===== config.mk =====
export PLATFORM = sky130hd
export DESIGN_NAME = vflfq_div_cell
export DESIGN_NICKNAME = d
export VERILOG_FILES = /design/src/rtl/core/vflfq_pkg.sv /design/src/rtl/core/vflfq_div_cell.sv
export SDC_FILE = /design/constraint.sdc
export NUM_CORES = 1
export LEC_CHECK = 0
export BUFFER_PORTS_ARGS = -buffer_cell sky130_fd_sc_hd__buf_4
export CAP_MARGIN = 15
export CORE_MARGIN = 2
export CORE_UTILIZATION = 42
export CTS_CLUSTER_SIZE = 16
export DETAILED_ROUTE_END_ITERATION = 7
export GPL_TIMING_DRIVEN = 1
export PLACE_DENSITY = 0.79
export SETUP_SLACK_MARGIN = 0.5
export SYNTH_ARGS = -nofsm -noshare
export SYNTH_HDL_FRONTEND = slang
export SYNTH_SLANG_ARGS = --single-unit

===== constraint.sdc =====
create_clock -name clk_i -period 0.8 [get_ports clk_i]
set_clock_uncertainty 0.05 [all_clocks]
set_input_delay 0.16 -clock clk_i [delete_from_list [all_inputs] [get_ports clk_i]]
set_output_delay 0.16 -clock clk_i [all_outputs]
set_load 0.01 [all_outputs]

===== src/rtl/core/vflfq_pkg.sv =====
`timescale 1ns / 1ps
// ----------------------------------------------------------------------------
// vflfq_pkg: shared types and constants of the vector field force query
// Opcodes, the tag that rides along the cell chains, the per-cell state of
// the square root and divider chains, and the packed result beat.
// ----------------------------------------------------------------------------
package vflfq_pkg;

  typedef enum logic [1:0] {
    OP_LOAD  = 2'd0,
    OP_QUERY = 2'd1,
    OP_CLEAR = 2'd2
  } op_e;

  typedef enum logic [4:0] {
    ST_IDLE  = 5'b00001,
    ST_SCAN  = 5'b00010,
    ST_DRAIN = 5'b00100,
    ST_DIV   = 5'b01000,
    ST_PUT   = 5'b10000
  } state_e;

  localparam int unsigned ROOT_W   = 25;
  localparam int unsigned SREM_W   = ROOT_W + 2;
  localparam int unsigned RAD_W    = 2 * ROOT_W;
  localparam int unsigned SQ_STEPS = ROOT_W;
  localparam int unsigned DV_STEPS = 17;
  localparam int unsigned DV_REM_W = 16;
  localparam int unsigned R_W      = 16;

  localparam logic [R_W-1:0] RADIUS_RST = 16'd320;
  localparam logic [R_W-1:0] RADIUS_MIN = 16'd16;

  typedef struct packed {
    logic               valid;
    logic               hit;
    logic               best;
    logic signed [15:0] vel_x;
    logic signed [15:0] vel_y;
  } tag_t;

  typedef struct packed {
    logic [RAD_W-1:0]  rad;
    logic [SREM_W-1:0] rem;
    logic [ROOT_W-1:0] root;
  } sq_t;

  typedef struct packed {
    logic [DV_REM_W-1:0] rem;
    logic [DV_STEPS-1:0] num;
    logic [DV_STEPS-1:0] quo;
  } dv_t;

  typedef struct packed {
    logic        load_rejected;
    logic        table_empty;
    logic [16:0] nearest_dist;
    logic [5:0]  nearest_index;
    logic [6:0]  hit_count;
    logic [15:0] force_y;
    logic [15:0] force_x;
  } res_t;

endpackage


===== src/rtl/core/vflfq_div_cell.sv =====
`timescale 1ns / 1ps
// ----------------------------------------------------------------------------
// vflfq_div_cell: one quotient bit of the restoring divider chain
// Brings down one numerator bit, subtracts the divisor when it fits and
// hands remainder, quotient and tag to the next cell every cycle.
// ----------------------------------------------------------------------------
module vflfq_div_cell import vflfq_pkg::*; (
  input  logic           clk_i,
  input  logic           rst_ni,
  input  logic [R_W-1:0] divisor_i,
  input  dv_t            dv_i,
  input  tag_t           tag_i,
  output dv_t            dv_o,
  output tag_t           tag_o
);

  logic [DV_REM_W:0] t;
  logic [DV_REM_W:0] sub;
  logic              ge;
  dv_t               dv_d;
  dv_t               dv_q;
  tag_t              tag_q;

  always_comb begin
    t        = {dv_i.rem, dv_i.num[DV_STEPS-1]};
    sub      = t - {1'b0, divisor_i};
    ge       = t >= {1'b0, divisor_i};
    dv_d.rem = ge ? sub[DV_REM_W-1:0] : t[DV_REM_W-1:0];
    dv_d.num = {dv_i.num[DV_STEPS-2:0], 1'b0};
    dv_d.quo = {dv_i.quo[DV_STEPS-2:0], ge};
  end

  always_ff @(posedge clk_i) begin
    dv_q <= dv_d;
  end

  always_ff @(posedge clk_i or negedge rst_ni) begin
    if (!rst_ni) begin
      tag_q <= '0;
    end else begin
      tag_q <= tag_i;
    end
  end

  assign dv_o  = dv_q;
  assign tag_o = tag_q;

endmodule


# Word-level counts from Yosys, hierarchy flattened
# Index checks and enable logic that the tools add are counted.
totals:
  out_inout_bits: 85
  ff_bits: 84
classes:
  order_cmp: 1
  n_addsub: 1
  muxes: 1
op_table:
  columns: ["op", "n"]
  rows:
  - ["$ge A17 B16 Y1", 1]
  - ["$mux W16", 1]
  - ["$sub A16 B16 Y16", 1]

# Depth between registers and ports, before layout
logic_depth:
  ltp_word: 2
  ltp_mapped: 10

# Worst setup path before layout
# OpenSTA, ideal clock, no wires.
synth_path:
  path_type: "input to register"
  startpoint: "input port divisor_i[4]"
  endpoint: "register dv_q (netlist bit dv_o[42])"
  required_time_ps: 629
  path_buffers: 1
  setup_slack_ps: -1436
  setup_time_ps: 121
  arrival_time_ps: 2064
  cell_stages: 9
  path_cell_list: "inv_1 ha_1 a211oi_1 o211ai_1 o21ai_2 o211ai_2 a31oi_4 buf_6 mux2_4"
synth_lines:
  columns: ["item", "line", "text"]
  rows:
  - ["start, declared", "vflfq_div_cell.sv:10", "input logic [R_W-1:0] divisor_i,"]
  - ["end signal, assigned", "vflfq_div_cell.sv:34", "dv_q <= dv_d;"]
  - ["end, declared", "vflfq_div_cell.sv:21", "dv_t dv_q;"]

==> out/metrics.csv <==
stage;metric;value;unit
detailed_routing;Avg WL per Cell;20.8;µm
layout;Syn-to-layout area delta;99.8;%
layout;fraction of layout cells with a size suffix above 1;74.4;%
timing;min setup slack post-route;-1.10;ns
timing;unrepaired setup endpoints after global routing;true;
logic_synthesis;Gate Count Post-Synth;241;
global_routing;GR Overflow Total;0;
power;Leakage;2.89;nW
layout;fin nets;618;
setup_path;CP Cell Sequence;buf_4, inv_1, ha_1, nand4_1, or4_4, o211ai_4, a31oi_4, buf_6, buf_16, mux2_4;
logic_synthesis;Synth warnings;0;
clocking;Root Buffer;clkbuf_8;
timing;final hold violations;107;
job;Max-cap violations;0;
timing;Max Transition Viols Final;0;
logic_synthesis;Synth cell types;41;
logic_synthesis;Seq/Total Area, Yosys;61.6;%
detailed_routing;Post-Route WL;12500;µm
floorplan;num ports;188;
power;maximum VDD drop;1.33;mV
placement;Final Wtd Congestion;0.841;
power;PwrDens;1920;mW/mm²
detailed_routing;via/cell ratio;5.03;
clocking;Worst-path clk slew;0.10;ns
logic_synthesis;largest cells by area after synthesis;dfxtp_1 33%, dfrtp_1 29%, ha_1 6.6%;
global_routing;largest net degree at the start of global routing;36;
detailed_routing;DRT Pass-1 Iters;4;
global_routing;Tot GR Track Use;29.6;%
clocking;CTS tree;yes;
timing;Final period util;238;%
placement;number of port buffers;185;
floorplan;core box area;0.00687;mm²
floorplan;full die area;0.00787;mm²
outcome;failing checks;negative hold slack, negative setup slack;
setup_path;slowest stage delay, CP;0.49;ns
timing;Max Freq;526;MHz
clocking;TritonCTS Sinks;84;
layout;# diodes;0;
global_routing;first-pass GRT wire length;16900;µm
timing;hold slack final;-0.311;ns
logic_synthesis;synthesized net count;361;
timing;Slew HR;65.6;%
setup_path;WS Path Type;in -> reg;
detailed_routing;DRT iter0 DRCs;132;
floorplan;row cnt;30;
setup_path;critical path endpoint category;flop;
logic_synthesis;cell area after synthesis;0.00301;mm²
setup_path;crit path DAT;2.10;ns
setup_path;Worst EP required;1.00;ns
detailed_routing;Vias;3014;
global_routing;initial antenna violation count;0;
logic_synthesis;Avg Synthesized Cell Area;12.5;µm²
logic_synthesis;flops & latches, synth;84;
logic_synthesis;top cell type's share of synthesized area;32.6;%
placement;hpwl dp;7630;µm
layout;fill count;307;
layout;area of the multi-input gates;0.00134;mm²
clocking;H-tree depth;3;
layout;most frequent cells in the layout;145 x buf_4, 101 x buf_6, 49 x dfxtp_2;
setup_path;Crit-path slowest cell;or4_4;
floorplan;die height;88.7;µm
setup_path;Top delay family on crit path;simple AND/OR/NAND/NOR gates;
logic_synthesis;top cell type by total area after synthesis;dfxtp_1;
timing;final setup fails;101;
global_routing;vias in the first global route;3208;
outcome;outcome;finished with violations;
floorplan;Initial Util;43.9;%
floorplan;Die X;88.7;µm
setup_path;Worst Setup Start Kind;input port;
timing;TNS Setup;-37.97;ns
setup_path;CP Max Fanout;7;
clocking;CTS buffer count;9;
layout;commonest non-fill, non-tap cell in the layout;buf_4;
timing;final worst path period need;1.90;ns
layout;post-layout util;87.6;%
layout;area taken by flip-flops and latches;0.00192;mm²
detailed_routing;DRC viols;0;
worst_hold_path;Hold WC Path Type;in -> async;
timing;worst-margin pin slew;0.510;ns
setup_path;CP bufs+invs;4;
clocking;Max clock buf depth;2;
detailed_routing;post-route ant nets;0;
[through the flow]
stage | total power, W | instance area (µm²) | cells | setup WS, ns
floorplan | 0.00592 | 3210 | 241 | -1.27
global placement | 0.00730 | 5070 | 569 | -1.35
detailed placement | 0.00738 | 5070 | 569 | -1.41
CTS | 0.0112 | 5890 | 594 | -0.990
global route | 0.0119 | 6020 | 599 | -1.13
finish | 0.0115 | 6020 | 599 | -1.10
[registers in the layout (all words and copies together), names as in the netlist]
| register | flops |
|---|---|
| dv_o | 49 |
| tag_o | 35 |
[report_power, final]
group | total, W | switching [W] | internal (W)
logic | 0.00331 | 0.00132 | 0.00200
clock network | 0.00344 | 0.00175 | 0.00169
registers | 0.00480 | 0.000188 | 0.00461
[cell families after synthesis]
family                     after synthesis  synth area share, %
AOI/OAI and AO/OA                       55                 12.5
adders and majority gates               17                 7.31
other                                    1                0.124
DFF                                     84                 61.6
xor gates and xnor gates                 9                 2.62
buffers and inverters                   27                 4.03
and+or+nand+nor                         33                 5.48
muxes                                   15                 6.27
[layout make-up]
type | count | area share, %
Tap cell | 96 | 2.00
Inverter | 22 | 1.62
Timing Repair Buffer | 251 | 38.5
Clock buffer | 10 | 2.47
Sequential cell | 84 | 31.9
Clock inverter | 6 | 1.23
Multi-Input combinational cell | 130 | 22.3
[worst paths after layout]
kind / end / startpoint / slack [ns] / depth (start not counted)
min in group clk_i: dv_o[30] / dv_i[29] / -0.16 / 1
max in group asynchronous: tag_o[15] / rst_ni / 0.71 / 1
hold / removal: tag_o[2] / rst_ni / -0.31 / 1
setup / recovery: dv_o[36] / divisor_i[7] / -1.10 / 10
[cells in the mapped netlist, drive strengths merged]
library cell and count:
nor3 1, a311o 1, nor3b 1, a21o 7
o31ai 1, nand3b 1, nor2 12, nor2b 3
dfrtp 35, a32o 1, a211o 1, o211a 1
conb 1, o22ai 1, a21oi 14, or4 1
buf 4, xnor2 6, mux2i 2, o211ai 2
o21a 3, a31oi 1, nand4 3, a211oi 5
ha 16, o31a 2, nand2 8, a21boi 2
dfxtp 49, clkbuf 1, inv 22, o21ai 13
mux2 13, fa 1, nand3 3, xor2 3
[timing repair]
item	in CTS	in global routing
gates cloned	1	0
endpoints found under the setup margin	101	101
buffers inserted	8	5
pin swaps	3	14
gates resized for setup	126	30
endpoints found under the hold margin	110	110
[per-layer routing]
layer	wire length, µm	vias up	global-route usage, %
met3	1080	48	10.1
met4	582	0	12.7
met5	0	-	0
li1	-	1341	-
met2	6780	172	57.5
met1	4020	1453	27.7
(Power assumes the default switching activity.)
