`src/rtl/core/vflfq_pkg.sv`:
```
`timescale 1ns / 1ps
// ----------------------------------------------------------------------------
// vflfq_pkg: shared types and constants of the vector field force query
// Opcodes, the tag that rides along the cell chains, the per-cell state of
// the square root and divider chains, and the packed result beat.
// ----------------------------------------------------------------------------
package vflfq_pkg;

  typedef enum logic [1:0] {
    OP_LOAD  = 2'd0,
    OP_QUERY = 2'd1,
    OP_CLEAR = 2'd2
  } op_e;

  typedef enum logic [4:0] {
    ST_IDLE  = 5'b00001,
    ST_SCAN  = 5'b00010,
    ST_DRAIN = 5'b00100,
    ST_DIV   = 5'b01000,
    ST_PUT   = 5'b10000
  } state_e;

  localparam int unsigned ROOT_W   = 25;
  localparam int unsigned SREM_W   = ROOT_W + 2;
  localparam int unsigned RAD_W    = 2 * ROOT_W;
  localparam int unsigned SQ_STEPS = ROOT_W;
  localparam int unsigned DV_STEPS = 17;
  localparam int unsigned DV_REM_W = 16;
  localparam int unsigned R_W      = 16;

  localparam logic [R_W-1:0] RADIUS_RST = 16'd320;
  localparam logic [R_W-1:0] RADIUS_MIN = 16'd16;

  typedef struct packed {
    logic               valid;
    logic               hit;
    logic               best;
    logic signed [15:0] vel_x;
    logic signed [15:0] vel_y;
  } tag_t;

  typedef struct packed {
    logic [RAD_W-1:0]  rad;
    logic [SREM_W-1:0] rem;
    logic [ROOT_W-1:0] root;
  } sq_t;

  typedef struct packed {
    logic [DV_REM_W-1:0] rem;
    logic [DV_STEPS-1:0] num;
    logic [DV_STEPS-1:0] quo;
  } dv_t;

  typedef struct packed {
    logic        load_rejected;
    logic        table_empty;
    logic [16:0] nearest_dist;
    logic [5:0]  nearest_index;
    logic [6:0]  hit_count;
    logic [15:0] force_y;
    logic [15:0] force_x;
  } res_t;

endpackage

```
`src/rtl/core/vflfq_sqrt_cell.sv`:
```
`timescale 1ns / 1ps
// ----------------------------------------------------------------------------
// vflfq_sqrt_cell: one digit step of the integer square root chain
// Takes two radicand bits, tries the next root bit and hands the partial
// root, remainder and tag to the next cell every cycle.
// ----------------------------------------------------------------------------
module vflfq_sqrt_cell import vflfq_pkg::*; (
  input  logic clk_i,
  input  logic rst_ni,
  input  sq_t  sq_i,
  input  tag_t tag_i,
  output sq_t  sq_o,
  output tag_t tag_o
);

  logic [SREM_W-1:0] rem_sh;
  logic [SREM_W-1:0] trial;
  logic              ge;
  sq_t               sq_d;
  sq_t               sq_q;
  tag_t              tag_q;

  always_comb begin
    rem_sh      = {sq_i.rem[SREM_W-3:0], sq_i.rad[RAD_W-1 -: 2]};
    trial       = {sq_i.root, 2'b01};
    ge          = rem_sh >= trial;
    sq_d.rad    = {sq_i.rad[RAD_W-3:0], 2'b00};
    sq_d.rem    = ge ? (rem_sh - trial) : rem_sh;
    sq_d.root   = {sq_i.root[ROOT_W-2:0], ge};
  end

  always_ff @(posedge clk_i) begin
    sq_q <= sq_d;
  end

  always_ff @(posedge clk_i or negedge rst_ni) begin
    if (!rst_ni) begin
      tag_q <= '0;
    end else begin
      tag_q <= tag_i;
    end
  end

  assign sq_o  = sq_q;
  assign tag_o = tag_q;

endmodule

```
`config.mk`:
```
export PLATFORM = sky130hd
export DESIGN_NAME = vflfq_sqrt_cell
export DESIGN_NICKNAME = d
export VERILOG_FILES = /design/src/rtl/core/vflfq_pkg.sv /design/src/rtl/core/vflfq_sqrt_cell.sv
export SDC_FILE = /design/constraint.sdc
export NUM_CORES = 1
export LEC_CHECK = 0
export BUFFER_PORTS_ARGS = -buffer_cell sky130_fd_sc_hd__buf_2
export CORE_MARGIN = 8
export CORE_UTILIZATION = 39
export CTS_CLUSTER_DIAMETER = 50
export DETAILED_ROUTE_END_ITERATION = 10
export PLACE_DENSITY = 0.85
export SYNTH_ARGS = -nofsm -noshare
export SYNTH_HDL_FRONTEND = slang
export SYNTH_SLANG_ARGS = --single-unit
```
`constraint.sdc`:
```
create_clock -name clk_i -period 0.8 [get_ports clk_i]
set_clock_uncertainty 0.2 [all_clocks]
set_input_delay 0.12 -clock clk_i [delete_from_list [all_inputs] [get_ports clk_i]]
set_output_delay 0.12 -clock clk_i [all_outputs]
set_load 0.01 [all_outputs]
```
After elaboration in Yosys (flattened, before gate mapping)
Cells that the tools add are included.
{ "totals": {"input_bits": 139, "register_bits": 135, "wordCells": 11, "output_inout_bits": 137} }
{ "classes": {"n_mux": 1, "magnitude_cmp": 1, "add_sub_neg": 1} }
{ "op_table": {"columns": ["cell", "count"], "rows": [
  ["$ge 27x27->1", 1],
  ["$mux 27", 1],
  ["$sub 27x27->27", 1]
]} }

Longest topological paths before layout
{ "depth": {"word_depth": 2, "ltp_mapped": 12, "ltp_nobuf": 10} }

Least setup slack after synthesis
No wires, ideal clock.
{ "synth_timing": {"kind": "in2reg", "start": "in sq_i[18] (netlist bit)", "end": "reg sq_q, in the netlist sq_o[28]", "n_path_buf": 2, "slack_ns": -1.748, "setup_ns": 0.121, "arrival_time_ns": 2.226, "required_time_ns": 0.479, "stages": 11, "path_cell_list": "inv_1 > ha_1 > buf_2 > a21o_1 > a21o_1 > or3_1 > a211oi_2 > nor3_1 > a211o_1 > buf_6 > mux2_4"} }
{ "synth_rtl": {"columns": ["element", "line", "source"], "rows": [
  ["start, declared", "vflfq_sqrt_cell.sv:10", "input sq_t sq_i,"],
  ["end signal, assigned", "vflfq_sqrt_cell.sv:33", "sq_q <= sq_d;"],
  ["end, declared", "vflfq_sqrt_cell.sv:20", "sq_t sq_q;"]
]} }

==> run_results.csv <==
group,metric,value,unit
clock_network,clock-sinks,135,
route,wirelength,27500,um
synthesis,synth_area,4760,um^2
synthesis,postSynthAreaPerCell,11.0,um^2
synthesis,synth-simple-area-share,9.14,%
sta,fmax,431,MHz
clock_network,cts_made_buffers,17,
synthesis,async_reset_ff_share,25.9,%
placed_design,portBuffers,271,
power,swShare,30.1,%
sta,fin_ws,-1520,ps
clock_network,cts_root_buf,"clkbuf_16",
synthesis,synthTopCellsByArea,"dfxtp_1 42%, dfrtp_1 18%, ha_1 7.1%, a21oi_1 5.0%, inv_1 2.9%",
route,viasPerCell,5.28,
power,clockPowerShare,37.0,%
clock_network,cts_tree,"built",
final_layout,fill_cells,531,
synthesis,synth.distinct_cells,47,
status,violations,"hold timing, setup timing",
synthesis,synth_seq_cells,135,
global_routing,gr-total-overflow,0,
worst_setup_path,crit_fanout,5,
die,num_rows,40,
worst_setup_path,crit_slowest_cell,"a211o_2",
worst_setup_path,worstSetupStartpointType,"input port",
clock_network,path_clk_slew,60,ps
sta,finalCritPeriodShare,290,%
die,coreArea,12000,um^2
hold_path,hold_depth,3,
placed_design,hpwl,13600,um
route,num_vias,5931,
worst_setup_path,cp.arrival,2410,ps
worst_setup_path,path_class,"in2reg",
route,drt-pass1-iter-count,5,
synthesis,synth_top_area_share,42.0,%
job,drv_cap,0,
final_layout,drive_gt1_share,63.2,%
synthesis,synth_compound_area_share,13.7,%
synthesis,yosys.area_share.xor_xnor,3.86,%
worst_setup_path,endpoint_kind,"flop",
synthesis,ys_seq_area_share,60.4,%
worst_setup_path,max_stage_delay,360,ps
synthesis,synth_edf_count,0,
worst_setup_path,path_cells,"buf_2, inv_2, ha_4, o2111ai_2, nand3_1, a21o_1, a211oi_2, nor3_2, a211o_2, buf_4, clkbuf_16, nor2_1, a21oi_2",
sta,rsz0062_at_grt,"true",
die,die_w,127,um
clock_network,htree_levels,4,
route,avgRoutedWirePerCell,24.5,um
global_routing,grt_pass1_wl,36100,um
sta,slew_violations,0,
power,p_leak,4.89,nW
sta,setup_viol,163,
global_routing,grt_use_total,29.5,%
sta,hold_ws,-255,ps
die,start_util,39.8,%
die,ios,276,
power,p_per_area,2070,nW/um^2
synthesis,synth_top_family_by_area,"compound AO/OA/AOI/OAI gates",
placed_design,pre_cts_ws,-1970,ps
route,drc,0,
final_layout,final_nets,1126,
power,p_sw,6.44,mW
sta,setup_tns,-91540,ps
power,combinationalPowerShare,27.1,%
placed_design,gp_congestion,0.851,
global_routing,grt_pass1_vias,6252,
synthesis,yosys-top-cells-count,"100 x dfxtp_1, 48 x a21oi_1, 37 x inv_1",
power,max-vdd-ir-drop,1.21,mV
synthesis,synth_ff_type,"dfxtp_1",
clock_network,holdBufCountCts,110,
clock_network,cts_buffer_depth,2,
die,dieArea,16000,um^2
synthesis,muxShareOfSynthArea,1.26,%
global_routing,grt_max_degree,36,
synthesis,yosysTopAreaCell,"dfxtp_1",
die,die_y,127,um
status,outcome,"finished with violations",
synthesis,yosysWarnings,0,
sta,layout_min_cycle_time,2320,ps
synthesis,synth.most_common_cell,"dfxtp_1",
route,drt_iter0_drc,524,
synthesis,synth_fa_ha_area_share,7.09,%
final_layout,syn2layout_area_growth,117,%
synthesis,synthCells,433,
sta,hold_viol_final,25,
hold_path,hold_class,"in2reg",
power,internal_power,15.0,mW
global_routing,antenna_found_initial,4,
worst_setup_path,critical_path_required,890,ps
route,antenna_left,0,
power,p_seq_share,36.0,%
[stage by stage]
stage	power [mW]	instance area (um^2)	cells	util, %
after global placement	11.2	7220	953	60.4
final	21.4	10300	1123	86.2
after CTS	20.0	9680	1113	81.0
after floorplan	9.36	4900	434	-
after detailed placement	11.3	7220	953	60.4
after global routing	22.0	10300	1123	86.2
[routing by layer]
layer / track usage [%] / up-vias / share of wire, %
li1: - / 2540 / -
met1: 28.1 / 2883 / 34
met2: 56.5 / 371 / 53
met3: 8.04 / 135 / 7.4
met4: 14.9 / 2 / 5.9
met5: 0 / - / 0.047
[cell type report]
cell class                 count  area (um^2)  share of cell area [%]
antenna                        3         7.51                  0.0728
clock buffer                  18          439                    4.26
clock inverter                14          136                    1.32
inverter                      37          149                    1.44
multi-input combinational    252         2190                    21.2
sequential                   135         2970                    28.8
tap                          147          184                    1.78
timing repair buffer         517         4230                    41.0
[registers in the layout, indices dropped and copies added, names as in the netlist]
register / count
sq_o: 100
tag_o: 35
[kinds of logic (layout without fill, tap and decap cells)]
logic type,Yosys count,count (layout)
and+or+nand+nor,94,94
muxes,4,4
DFF,135,135
other,1,5
buffers and inverters,47,586
AOI/OAI and AO/OA,104,104
xor gates and xnor gates,21,21
adders and majority gates,27,27
[what timing repair did]
item,in CTS,in global routing
setup buffers,18,6
gates cloned,0,2
gates resized for setup,160,147
endpoints found under the hold margin,169,25
setup endpoints to repair,163,163
pin swaps,21,6
[layout by cell type (no fill, tap or decap), types with 6 or more instances in the layout]
cell type,netlist,routed
dfxtp_1,100,24
xnor2_1,12,11
o21ai_0,13,8
dlygate4sd3_1,0,110
a21oi_1,48,21
nand3_1,8,8
inv_2,0,8
nor2b_1,7,7
buf_6,3,112
buf_4,2,121
xor2_1,9,8
a21o_1,6,6
ha_4,0,15
nand2_1,21,18
inv_6,0,6
ha_1,27,12
clkbuf_16,0,18
nor2_1,36,25
inv_1,37,26
dfrtp_1,35,35
a21oi_2,0,22
nor2_2,0,7
buf_2,2,167
dfxtp_2,0,76
[power groups by stage]
stage	Clock [mW]	Sequential, mW	Combinational [mW]
detailed placement	0	7.56	3.78
global placement	0	7.55	3.69
global route	8.23	7.71	6.06
floorplan	0	7.86	1.50
CTS	7.69	7.50	4.85
finish	7.91	7.69	5.79
[critical path: cells and delay by family]
family	cells	cell delay (ps)
AOI/OAI and AO/OA	5	990
buffers and inverters	4	580
and+or+nand+nor	3	470
adders and majority gates	1	240
[path summary, 6_finish.rpt]
kind,slack (ps),from,endpoint
min,-250,sq_i[44],sq_o[46]
max in group asynchronous,170,rst_ni,tag_o[16]
max,-1520,sq_i[0],sq_o[43]
min in group asynchronous,10,rst_ni,tag_o[27]
No activity file was read; power rests on OpenSTA's default activity.
